[config.mk]
export PLATFORM = sky130hd
export DESIGN_NAME = ip_address_text_parser
export DESIGN_NICKNAME = d
export VERILOG_FILES = /design/src/hdl/iptp_pkg.sv /design/src/hdl/ip_address_text_parser.sv
export SDC_FILE = /design/constraint.sdc
export NUM_CORES = 2
export LEC_CHECK = 0
export CORE_AREA = 2 2 253 305
export CTS_CLUSTER_DIAMETER = 50
export DETAILED_ROUTE_END_ITERATION = 10
export DIE_AREA = 0 0 255 307
export DONT_BUFFER_PORTS = 1
export PLACE_DENSITY = 0.53
export SYNTH_ARGS = -nofsm -noshare
export SYNTH_HDL_FRONTEND = slang
export SYNTH_SLANG_ARGS = --single-unit
[constraint.sdc]
create_clock -name clk -period 29.6 [get_ports clk]
set_clock_uncertainty 0.15 [all_clocks]
set_input_delay 5.92 -clock clk [delete_from_list [all_inputs] [get_ports clk]]
set_output_delay 5.92 -clock clk [all_outputs]
set_load 0.05 [all_outputs]
[src/hdl/iptp_pkg.sv]
`timescale 1ns / 1ps
// ----------------------------------------------------------------------------
// IP address text parser package
// Shared character codes, status codes and the dotted-decimal step functions.
// ----------------------------------------------------------------------------
package iptp_pkg;

  localparam logic [7:0] CH_NUL   = 8'h00;
  localparam logic [7:0] CH_DOT   = 8'h2e;
  localparam logic [7:0] CH_COLON = 8'h3a;
  localparam logic [7:0] CH_0     = 8'h30;
  localparam logic [7:0] CH_9     = 8'h39;
  localparam logic [7:0] CH_UA    = 8'h41;
  localparam logic [7:0] CH_UF    = 8'h46;
  localparam logic [7:0] CH_LA    = 8'h61;
  localparam logic [7:0] CH_LF    = 8'h66;

  localparam logic [1:0] FAM_V4 = 2'd0;
  localparam logic [1:0] FAM_V6 = 2'd1;

  localparam logic [11:0] OCTET_MAX = 12'd255;
  localparam logic [4:0]  ADDR_BYTES = 5'd16;

  typedef enum logic [1:0] {
    ST_OK          = 2'd0,
    ST_MALFORMED   = 2'd1,
    ST_UNSUPPORTED = 2'd2
  } status_t;

  // Dotted-decimal accumulator; byte 0 sits in bits 31:24.
  typedef struct packed {
    logic [7:0]  acc;
    logic        seen;
    logic [2:0]  cnt;
    logic [31:0] bytes;
  } v4_t;

  typedef struct packed {
    v4_t  st;
    logic ok;
  } v4_res_t;

  typedef struct packed {
    logic       ok;
    logic [3:0] val;
  } hex_t;

  function automatic hex_t hex_digit(logic [7:0] c);
    hex_t h;
    h.ok  = 1'b1;
    h.val = c[3:0];
    if (c >= CH_0 && c <= CH_9) begin
      h.val = c[3:0];
    end else if ((c >= CH_UA && c <= CH_UF) || (c >= CH_LA && c <= CH_LF)) begin
      h.val = c[3:0] + 4'd9;
    end else begin
      h.ok = 1'b0;
    end
    return h;
  endfunction

  // One dotted-decimal character.
  function automatic v4_res_t v4_feed(v4_t s, logic [7:0] c);
    v4_res_t    r;
    logic [11:0] n;
    logic [1:0]  idx;
    r.st = s;
    r.ok = 1'b0;
    n    = {4'd0, s.acc} * 12'd10 + {8'd0, c[3:0]};
    if (c >= CH_0 && c <= CH_9) begin
      if (!(s.seen && s.acc == 8'd0) && n <= OCTET_MAX) begin
        r.st.acc = n[7:0];
        if (!s.seen) begin
          if (s.cnt < 3'd4) begin
            r.st.cnt  = s.cnt + 3'd1;
            r.st.seen = 1'b1;
            r.ok      = 1'b1;
          end
        end else begin
          r.ok = 1'b1;
        end
        idx = r.st.cnt[1:0] - 2'd1;
        r.st.bytes[{~idx, 3'b000} +: 8] = n[7:0];
      end
    end else if (c == CH_DOT && s.seen) begin
      if (s.cnt != 3'd4) begin
        r.st.seen = 1'b0;
        r.st.acc  = 8'd0;
        r.ok      = 1'b1;
      end
    end
    return r;
  endfunction

  // Re-read the pending hex group as decimal digits, then take the dot.
  function automatic v4_res_t v4_dot_entry(logic [15:0] acc, logic [2:0] cnt,
                                           logic [31:0] bytes);
    v4_res_t    r;
    v4_t        t;
    logic       ok;
    logic [1:0] sel;
    logic [3:0] nib;
    t.acc   = 8'd0;
    t.seen  = 1'b0;
    t.cnt   = 3'd0;
    t.bytes = bytes;
    ok      = 1'b1;
    for (int k = 0; k < 4; k++) begin
      if (3'(k) < cnt) begin
        sel = cnt[1:0] - 2'd1 - 2'(k);
        nib = acc[{sel, 2'b00} +: 4];
        if (nib > 4'd9) ok = 1'b0;
        r = v4_feed(t, {4'h3, nib});
        if (!r.ok) ok = 1'b0;
        t = r.st;
      end
    end
    r    = v4_feed(t, CH_DOT);
    r.ok = r.ok && ok;
    return r;
  endfunction

endpackage

[src/hdl/ip_address_text_parser.sv]
`timescale 1ns / 1ps
// ----------------------------------------------------------------------------
// IP address text parser
// Turns IPv4 dotted or IPv6 colon-hex text into a 128-bit binary address.
// ----------------------------------------------------------------------------
// Usage:
//   Input channel (in_valid/in_ready) carries one character per item in
//   in_ch; in_family is sampled with the first character of each string
//   (0 IPv4, 1 IPv6, other codes unsupported). A zero character ends the
//   string.
//   Result channel (out_valid/out_ready) carries one item per string:
//   out_status plus out_addr_high/out_addr_low. Characters other than the
//   terminator produce no result.
//   Throughput: one character per cycle while in_ready is high. Each
//   character updates the parse registers in the cycle it is accepted; the
//   terminator's result, including the gap expansion (a 16-byte shift mux),
//   is loaded into the output register as the terminator is accepted.
//   Latency: result valid on the cycle after the terminator is accepted.
//   Stall: while a result waits and out_ready is low, in_ready drops; the
//   held result and the parse state stay put.
//   Reset: clears all parse state and the output valid; the block starts at
//   the beginning of a string.
// ----------------------------------------------------------------------------
module ip_address_text_parser import iptp_pkg::*; (
  input  logic        clk,
  input  logic        rst_n,
  input  logic        in_valid,
  output logic        in_ready,
  input  logic [7:0]  in_ch,
  input  logic [1:0]  in_family,
  output logic        out_valid,
  input  logic        out_ready,
  output logic [1:0]  out_status,
  output logic [63:0] out_addr_high,
  output logic [63:0] out_addr_low
);

  typedef enum logic [1:0] {
    PH_START = 2'd0,   // at string start
    PH_LEAD  = 2'd1,   // after a leading colon
    PH_BODY  = 2'd2
  } phase_t;

  localparam logic [127:0] ALL_ONES = '1;

  // Parse state
  phase_t       phase_r, phase_nxt;
  logic [1:0]   fam_r, fam_nxt;
  logic         err_r, err_nxt;
  logic [127:0] sh_r, sh_nxt;          // collected bytes, newest in the low end
  logic [4:0]   byte_cnt_r, byte_cnt_nxt;
  logic [4:0]   gap_pos_r, gap_pos_nxt;
  logic         gap_seen_r, gap_seen_nxt;
  logic [15:0]  hex_acc_r, hex_acc_nxt;
  logic [2:0]   hex_cnt_r, hex_cnt_nxt;
  logic         colon_grp_r, colon_grp_nxt;
  logic         tail_r, tail_nxt;
  v4_t          v4_r, v4_nxt;

  // Result register
  logic         out_valid_r, out_valid_nxt;
  status_t      out_status_r;
  logic [63:0]  out_addr_high_r, out_addr_low_r;

  logic         in_fire, is_term;
  logic [1:0]   eff_fam;
  logic         fam_ok;
  v4_res_t      v4_step, dot_step;
  hex_t         hexv;
  logic         feed_en, feed_ok;

  // Finish path
  status_t      fin_status;
  logic [127:0] fin_addr;
  logic         fok;
  logic [127:0] sh_f, gap_res;
  logic [4:0]   bc_f, gap_n;
  logic [4:0]   pre_n;

  assign in_ready = !out_valid_r || out_ready;
  assign in_fire  = in_valid && in_ready;
  assign is_term  = (in_ch == CH_NUL);
  assign eff_fam  = (phase_r == PH_START) ? in_family : fam_r;
  assign fam_ok   = (eff_fam == FAM_V4) || (eff_fam == FAM_V6);

  assign v4_step  = v4_feed(v4_r, in_ch);
  assign dot_step = v4_dot_entry(hex_acc_r, hex_cnt_r, v4_r.bytes);
  assign hexv     = hex_digit(in_ch);

  // Per-character update
  always_comb begin
    phase_nxt     = phase_r;
    fam_nxt       = fam_r;
    err_nxt       = err_r;
    sh_nxt        = sh_r;
    byte_cnt_nxt  = byte_cnt_r;
    gap_pos_nxt   = gap_pos_r;
    gap_seen_nxt  = gap_seen_r;
    hex_acc_nxt   = hex_acc_r;
    hex_cnt_nxt   = hex_cnt_r;
    colon_grp_nxt = colon_grp_r;
    tail_nxt      = tail_r;
    v4_nxt        = v4_r;
    feed_en       = 1'b0;
    feed_ok       = 1'b1;

    if (in_fire) begin
      if (is_term) begin
        // End of string: clear everything but the family.
        phase_nxt     = PH_START;
        fam_nxt       = eff_fam;
        err_nxt       = 1'b0;
        sh_nxt        = '0;
        byte_cnt_nxt  = '0;
        gap_pos_nxt   = '0;
        gap_seen_nxt  = 1'b0;
        hex_acc_nxt   = '0;
        hex_cnt_nxt   = '0;
        colon_grp_nxt = 1'b0;
        tail_nxt      = 1'b0;
        v4_nxt        = '0;
      end else begin
        priority if (phase_r == PH_START) begin
          fam_nxt = in_family;
          if (in_family == FAM_V6 && in_ch == CH_COLON) begin
            phase_nxt = PH_LEAD;
          end else begin
            phase_nxt = PH_BODY;
            feed_en   = fam_ok;
          end
        end else if (!err_r && fam_ok) begin
          if (phase_r == PH_LEAD) begin
            phase_nxt = PH_BODY;
            if (in_ch != CH_COLON) err_nxt = 1'b1;
            else                   feed_en = 1'b1;
          end else begin
            feed_en = 1'b1;
          end
        end else begin
          // drop characters after an error or for an unsupported family
        end

        if (feed_en) begin
          if (eff_fam == FAM_V4) begin
            v4_nxt  = v4_step.st;
            feed_ok = v4_step.ok;
          end else begin
            colon_grp_nxt = 1'b0;
            priority if (tail_r) begin
              v4_nxt  = v4_step.st;
              feed_ok = v4_step.ok;
            end else if (hexv.ok) begin
              if (hex_cnt_r >= 3'd4) begin
                feed_ok = 1'b0;
              end else begin
                hex_acc_nxt = {hex_acc_r[11:0], hexv.val};
                hex_cnt_nxt = hex_cnt_r + 3'd1;
              end
            end else if (in_ch == CH_COLON) begin
              if (hex_cnt_r == 3'd0) begin
                // Open the "::" gap at the current byte position.
                if (gap_seen_r) begin
                  feed_ok = 1'b0;
                end else begin
                  gap_seen_nxt = 1'b1;
                  gap_pos_nxt  = byte_cnt_r;
                end
              end else if (byte_cnt_r > ADDR_BYTES - 5'd2) begin
                feed_ok = 1'b0;
              end else begin
                sh_nxt        = {sh_r[111:0], hex_acc_r};
                byte_cnt_nxt  = byte_cnt_r + 5'd2;
                hex_acc_nxt   = '0;
                hex_cnt_nxt   = '0;
                colon_grp_nxt = 1'b1;
              end
            end else if (in_ch == CH_DOT) begin
              // Switch to the embedded dotted tail.
              if (byte_cnt_r > ADDR_BYTES - 5'd4) begin
                feed_ok = 1'b0;
              end else begin
                tail_nxt    = 1'b1;
                v4_nxt      = dot_step.st;
                feed_ok     = dot_step.ok;
                hex_acc_nxt = '0;
                hex_cnt_nxt = '0;
              end
            end else begin
              feed_ok = 1'b0;
            end
          end
          if (!feed_ok) err_nxt = 1'b1;
        end
      end
    end
  end

  // Terminator: close the last group or tail and expand the gap.
  always_comb begin
    fok  = (phase_r != PH_LEAD);
    sh_f = sh_r;
    bc_f = byte_cnt_r;
    if (tail_r) begin
      if (v4_r.cnt != 3'd4) fok = 1'b0;
      sh_f = {sh_r[95:0], v4_r.bytes};
      bc_f = byte_cnt_r + 5'd4;
    end else begin
      if (colon_grp_r) fok = 1'b0;
      if (hex_cnt_r != 3'd0) begin
        if (byte_cnt_r > ADDR_BYTES - 5'd2) fok = 1'b0;
        sh_f = {sh_r[111:0], hex_acc_r};
        bc_f = byte_cnt_r + 5'd2;
      end
    end

    gap_n   = bc_f - gap_pos_r;
    pre_n   = ADDR_BYTES - gap_pos_r;
    gap_res = (sh_f & ~(ALL_ONES << {gap_n[3:0], 3'b000}))
            | ((sh_f >> {gap_n[3:0], 3'b000}) << {pre_n, 3'b000});

    if (gap_seen_r) begin
      if (bc_f >= ADDR_BYTES || gap_pos_r > bc_f) fok = 1'b0;
    end else begin
      if (bc_f != ADDR_BYTES) fok = 1'b0;
    end

    fin_status = ST_MALFORMED;
    fin_addr   = '0;
    priority if (!fam_ok) begin
      fin_status = ST_UNSUPPORTED;
    end else if (err_r) begin
      fin_status = ST_MALFORMED;
    end else if (eff_fam == FAM_V4) begin
      if (v4_r.cnt == 3'd4) begin
        fin_status = ST_OK;
        fin_addr   = {96'd0, v4_r.bytes};
      end
    end else if (fok) begin
      fin_status = ST_OK;
      fin_addr   = gap_seen_r ? gap_res : sh_f;
    end else begin
      fin_status = ST_MALFORMED;
    end
  end

  // Hold a result until taken; load a new one on each terminator.
  always_comb begin
    out_valid_nxt = out_valid_r;
    if (in_fire && is_term) out_valid_nxt = 1'b1;
    else if (out_ready)     out_valid_nxt = 1'b0;
  end

  always_ff @(posedge clk) begin
    if (!rst_n) begin
      phase_r     <= PH_START;
      fam_r       <= '0;
      err_r       <= 1'b0;
      sh_r        <= '0;
      byte_cnt_r  <= '0;
      gap_pos_r   <= '0;
      gap_seen_r  <= 1'b0;
      hex_acc_r   <= '0;
      hex_cnt_r   <= '0;
      colon_grp_r <= 1'b0;
      tail_r      <= 1'b0;
      v4_r        <= '0;
      out_valid_r <= 1'b0;
    end else begin
      phase_r     <= phase_nxt;
      fam_r       <= fam_nxt;
      err_r       <= err_nxt;
      sh_r        <= sh_nxt;
      byte_cnt_r  <= byte_cnt_nxt;
      gap_pos_r   <= gap_pos_nxt;
      gap_seen_r  <= gap_seen_nxt;
      hex_acc_r   <= hex_acc_nxt;
      hex_cnt_r   <= hex_cnt_nxt;
      colon_grp_r <= colon_grp_nxt;
      tail_r      <= tail_nxt;
      v4_r        <= v4_nxt;
      out_valid_r <= out_valid_nxt;
    end
  end

  // Result payload, loaded on the terminator only.
  always_ff @(posedge clk) begin
    if (in_fire && is_term) begin
      out_status_r    <= fin_status;
      out_addr_high_r <= fin_addr[127:64];
      out_addr_low_r  <= fin_addr[63:0];
    end
  end

  assign out_valid     = out_valid_r;
  assign out_status    = out_status_r;
  assign out_addr_high = out_addr_high_r;
  assign out_addr_low  = out_addr_low_r;

endmodule

### After elaboration in Yosys (flattened, before gate mapping)

Cells that the tools add are included.

* flip-flop bits (word level): 340
* input bits: 14
* output and inout port bits: 132

* add/subtract/negate cells: 28
* multiply operators: 4
* order comparisons: 32
* equal/unequal tests: 24
* shifts and indexed selects: 17
* muxes and demuxes: 216
* bitwise gates (word level): 9
* reduce and logical (&&, ||, !) cells: 52

Operator list (count)
* $mux 128: 13
* $mux 44: 12
* $mux 45: 5
* $mux 16: 11
* $bwmux 32: 5
* $shift 8x7->32 const A: 5
* $shiftx 8x7->32: 5
* $mux 35: 4
* $and 128x128->128: 1
* $not 128->128: 1
* $or 128x128->128: 1
* $shl 128x7->128 const A: 1
* $shl 128x8->128: 1
* $shr 128x7->128: 1
* $mux 4: 24
* $mux 1: 94
* $mux 5: 18
* $mux 41: 2
* $mux 9: 8
* $shiftx 16x5->4: 4
* $add 12x4->12: 4
* $le 12x8->1 const B: 4
* $mul 8x3->11 const B: 4
* $logic_not 8->1: 5
* 52 further kinds: 149

### Depth between registers and ports, before layout

* word-level depth: 76
* mapped depth: 52

### Least setup slack after synthesis

OpenSTA, ideal clock, no wires.

* path kind: input-to-reg
* from: in out_ready
* to: reg v4_r[24] (netlist bit)
* library setup time: 0.111 ns
* arrival time: 13.161 ns
* slack: 16.178 ns
* cell stages on the path: 7
* path through: nand2b_1 > nand2_1 > nor2_1 > nor2_1 > o221ai_1 > a41o_1 > nor2_1

* longest elaborated chain between the ends: 3

RTL lines
* start: declaration: RTL line ip_address_text_parser.sv:32 `input logic out_ready,`
* $logic_or 1x1->1: RTL line ip_address_text_parser.sv:80 `assign in_ready = !out_valid_r || out_ready;`
* $logic_and 1x1->1: RTL line ip_address_text_parser.sv:81 `assign in_fire = in_valid && in_ready;`
* $reduce_and 6->1 (no source line)
* end signal: assignment: RTL line ip_address_text_parser.sv:280 `v4_r <= v4_nxt;`
* end: declaration: RTL line ip_address_text_parser.sv:58 `v4_t v4_r, v4_nxt;`

Every way passes these cells.
A chain may end at the register's enable or synchronous reset.

### Worst setup path in the final report

* from: in out_ready
* to: out in_ready

* longest elaborated chain between the ends: 1

RTL lines
* $logic_or 1x1->1: RTL line ip_address_text_parser.sv:80
* end: declaration: RTL line ip_address_text_parser.sv:28 `output logic in_ready,`

Every way passes these cells.

==> results.rst <==
.. list-table::
   :header-rows: 1

   * - Metric
     - Value
   * - Final period util
     - 42.1%
   * - Die boundary height
     - 307 µm
   * - Fraction of synthesis flops using an asynchronous set or reset pin
     - 0%
   * - Core Box Area
     - 0.0757 mm²
   * - Hold WC Path Type
     - register to register
   * - Post-route DRC violation count
     - 0
   * - Overall die width
     - 255 µm
   * - Worst-skew pair later-pin latency
     - 600 ps
   * - Maximum root-to-sink buffer count
     - 3
   * - Critical path type
     - input pin to primary output
   * - Synth Area in Compound Gates
     - 21.8%
   * - Achievable clock frequency
     - 80.3 MHz
   * - Area share of fa/ha/maj cells after synthesis
     - 3.58%
   * - Combinational family with the most area after synthesis
     - multiplexers
   * - Count of max-cap constraint violations
     - 0
   * - Share of post-route cells with drive strength above 1
     - 13.9%
   * - End-of-flow core utilization
     - 42.0%
   * - Family of cells with the greatest summed delay on the critical path
     - simple AND/OR/NAND/NOR gates
   * - Clock slew at reported path FFs
     - 50 ps
   * - Count of flip-flops with a built-in enable after synthesis
     - 130
   * - RSZ-0062 raised after global routing
     - false
   * - Predominant post-synthesis flop cell
     - sky130_fd_sc_hd__dfxtp_1
   * - Global-route congestion overflow total
     - 0
   * - Static Leak
     - 11.1 nW
   * - Initial antenna violation count
     - 3
   * - Post-synthesis sequential area ratio
     - 27.1%
   * - Transition time of the tightest slew-check pin
     - 1230 ps
   * - Starting Density
     - 39.4%
   * - Die outline area
     - 0.0783 mm²
   * - Number of ports placed on the die boundary
     - 146
   * - Fill cell total of the finished layout
     - 7,557
   * - Cell area after synthesis
     - 0.0298 mm²
   * - Outcome
     - finished clean
   * - Standard cell with the maximum stage delay on the critical path
     - sky130_fd_sc_hd__nand2b_1
   * - Clock tree from TritonCTS
     - built
   * - Number of distinct standard cells referenced by the synthesized netlist
     - 82
   * - Power per cell area
     - 32.1 mW/mm²
   * - Number of hold-repair buffers added at the cts stage
     - 0
   * - Via count of the routed design
     - 29,300
   * - Number of clock sinks
     - 339
   * - Number of buffer and inverter instances along the worst setup path
     - 0
   * - Port Buffers
     - 0
   * - TritonCTS Buffers
     - 41
   * - Row count
     - 111
   * - Routed len/inst
     - 28.9 µm
   * - Biggest area contributors in the synthesized netlist
     - sky130_fd_sc_hd__dfxtp_1, sky130_fd_sc_hd__edfxtp_1, sky130_fd_sc_hd__mux4_2, sky130_fd_sc_hd__nand2_1, sky130_fd_sc_hd__mux2i_1
   * - Min cycle time layout
     - 12,450 ps
   * - Count of final hold-check violations
     - 0
   * - Syn Nets
     - 3,652
   * - Global router's overall resource usage
     - 32.0%
   * - Total setup violations reported at the end of the flow
     - 0
   * - Vias per inst
     - 6.63
   * - DRT iter0 DRCs
     - 3,928
   * - Critical path's largest stage delay
     - 460 ps
   * - Count of buffers added by post-CTS timing repair for setup
     - 0
   * - Critical Path AT
     - 6380 ps
   * - Total wire length after detailed routing
     - 128,000 µm
   * - Synth Area in Simple Gates
     - 17.2%
   * - Number of levels in the clock H-tree
     - 2
   * - Required time at the worst-slack endpoint
     - 23,530 ps
   * - Portion of netlist area occupied by mux cells
     - 23.2%
   * - Gate count of the mapped netlist
     - 3,558
   * - Worst path cell trace
     - nand2b_1
   * - Launching element type of the critical path
     - input pin
   * - Half-perimeter wire length after detailed placement
     - 91,400 µm
   * - Final weighted congestion of routability-driven global placement
     - 1.03
   * - Mean Syn Cell Area
     - 8.38 µm²
   * - FF+latch count, synth
     - 339
   * - Maximum number of pins on one net before global-route repair
     - 127
   * - Post-synthesis share of cell area spent on xor and xnor gates
     - 1.55%
   * - Antenna Nets Post-Route
     - 0
   * - Worst slew slack as a fraction of its limit
     - 17.4%
   * - Max-slew violation count
     - 0
   * - Number of warnings issued by yosys
     - 0
   * - Global-route wire length before repair
     - 186,000 µm
   * - Total negative slack
     - 0 ps
   * - Vias in the first global route
     - 26,800
   * - Root buffer cell
     - sky130_fd_sc_hd__clkbuf_16
   * - Count of nets after finishing
     - 3,461
   * - Highest ir drop seen on vdd
     - 0.0320 mV
   * - Library cell occupying the most area in the post-synthesis netlist
     - sky130_fd_sc_hd__dfxtp_1
   * - Fraction of synthesized cell area taken by the top area cell type
     - 14.0%
   * - First-pass iteration count of the detailed router
     - 8
   * - Element type at the critical path end
     - primary output
   * - Post-synthesis to final-layout area growth
     - 6.76%
   * - Post-cts sizing count
     - 0
   * - Largest fanout on the critical path
     - 4
==> where the power goes <==
| group | leakage (nW) | internal, W | switching (W) |
|---|---|---|---|
| clock | 0.635 | 0.000283 | 0.000218 |
| combinational | 7.61 | 0.0000101 | 0.0000265 |
| sequential | 2.86 | 0.000482 | 0.00000237 |
| total | 11.1 | 0.000775 | 0.000247 |
==> worst paths after layout <==
check                                   from        end  slack (ps)  cells after the start
worst min register to register     sh_r[113]  sh_r[113]         300                      2
worst min-delay path               sh_r[113]  sh_r[113]         300                      2
worst max-delay path               out_ready   in_ready       17150                      1
worst max register to register  hex_cnt_r[0]   v4_r[28]       17170                     44
==> cells by family after synthesis <==
logic type	count (synthesis)
flip-flops	339
adder cells (fa/ha/maj)	80
multiplexers	480
buffers and inverters	402
AO/OA/AOI/OAI	1024
other	2
XOR/XNOR	52
AND/OR/NAND/NOR	1179
==> layout by cell type (no fill, tap or decap), types with 23 or more instances in the layout <==
master,netlist,final
sky130_fd_sc_hd__o22ai_1,53,53
sky130_fd_sc_hd__nand3_1,177,176
sky130_fd_sc_hd__dfxtp_1,209,207
sky130_fd_sc_hd__xnor2_1,30,28
sky130_fd_sc_hd__mux4_2,155,155
sky130_fd_sc_hd__inv_1,104,102
sky130_fd_sc_hd__a211oi_1,44,44
sky130_fd_sc_hd__mux2_2,143,143
sky130_fd_sc_hd__a22oi_1,75,75
sky130_fd_sc_hd__nor3_1,66,64
sky130_fd_sc_hd__o21ai_0,202,202
sky130_fd_sc_hd__o221ai_1,28,28
sky130_fd_sc_hd__buf_4,6,58
sky130_fd_sc_hd__and2_1,25,23
sky130_fd_sc_hd__clkbuf_16,0,41
sky130_fd_sc_hd__o211ai_1,45,45
sky130_fd_sc_hd__a22o_1,24,24
sky130_fd_sc_hd__mux2i_1,182,182
sky130_fd_sc_hd__nor2_1,296,294
sky130_fd_sc_hd__o21a_1,23,23
sky130_fd_sc_hd__edfxtp_1,130,130
sky130_fd_sc_hd__nand2_1,506,503
sky130_fd_sc_hd__a31oi_1,23,23
sky130_fd_sc_hd__a21oi_1,333,331
sky130_fd_sc_hd__ha_1,71,70
==> sequential cells by signal (all words and copies together), names as in the netlist, 3 cells and up <==
name,flops
out_addr_high,64
hex_acc_r,16
hex_cnt_r,3
out_addr_low,64
v4_r,44
gap_pos_r,5
byte_cnt_r,4
sh_r,128
==> layer usage <==
layer	up-vias	part of all wire, %	global-route usage [%]
met3	442	9.6	6.40
met4	0	8.1	22.1
met2	1717	44	48.4
li1	12900	-	-
met5	-	0	0
met1	14200	39	40.8
==> stage by stage <==
stage | cells | instance area [µm²] | setup slack [ps] | hold slack, ps | power [W]
detailed placement | 4341 | 30500 | 17150 | 293 | 0.000530
finish | 4421 | 31800 | 17150 | 300 | 0.00102
global route | 4417 | 31800 | 16040 | 325 | 0.00105
global placement | 4341 | 30500 | 17160 | 286 | 0.000530
floorplan | 3558 | 29800 | 16180 | 278 | 0.000519
CTS | 4417 | 31800 | 17150 | 301 | 0.00103
==> cells in the mapped netlist (all sizes together), types with 8 or more instances <==
cell / count
nor2b: 12
inv: 105
mux4: 155
mux2: 143
buf: 98
and2: 25
a21oi: 333
o32ai: 16
o21a: 23
or2: 11
a211oi: 44
nand3: 177
xnor2: 31
dfxtp: 209
fa: 9
nand4: 12
o211ai: 45
a221o: 12
o31ai: 19
a21o: 18
clkbuf: 196
a22o: 24
xor2: 21
a2bb2oi: 8
nor2: 296
nand2: 506
nor3: 66
o221ai: 28
o21ai: 212
ha: 71
a221oi: 14
nand2b: 18
a31oi: 23
o22ai: 53
and3: 8
o2bb2ai: 8
a22oi: 75
mux2i: 182
edfxtp: 130
or3: 15
==> area by class of cell <==
cell class              instances  area [µm²]  area share, %
clock buffers                  51        1080           3.40
diodes                          4        10.0         0.0315
repair buffers                 60         475           1.49
multi-input cells            2817       20200           63.6
flip-flops and latches        339        8100           25.4
well taps                    1017        1270           4.00
inverters                     108         425           1.34
clock inverters                25         234          0.735
Note: power is estimated with default switching activity, not from simulation.
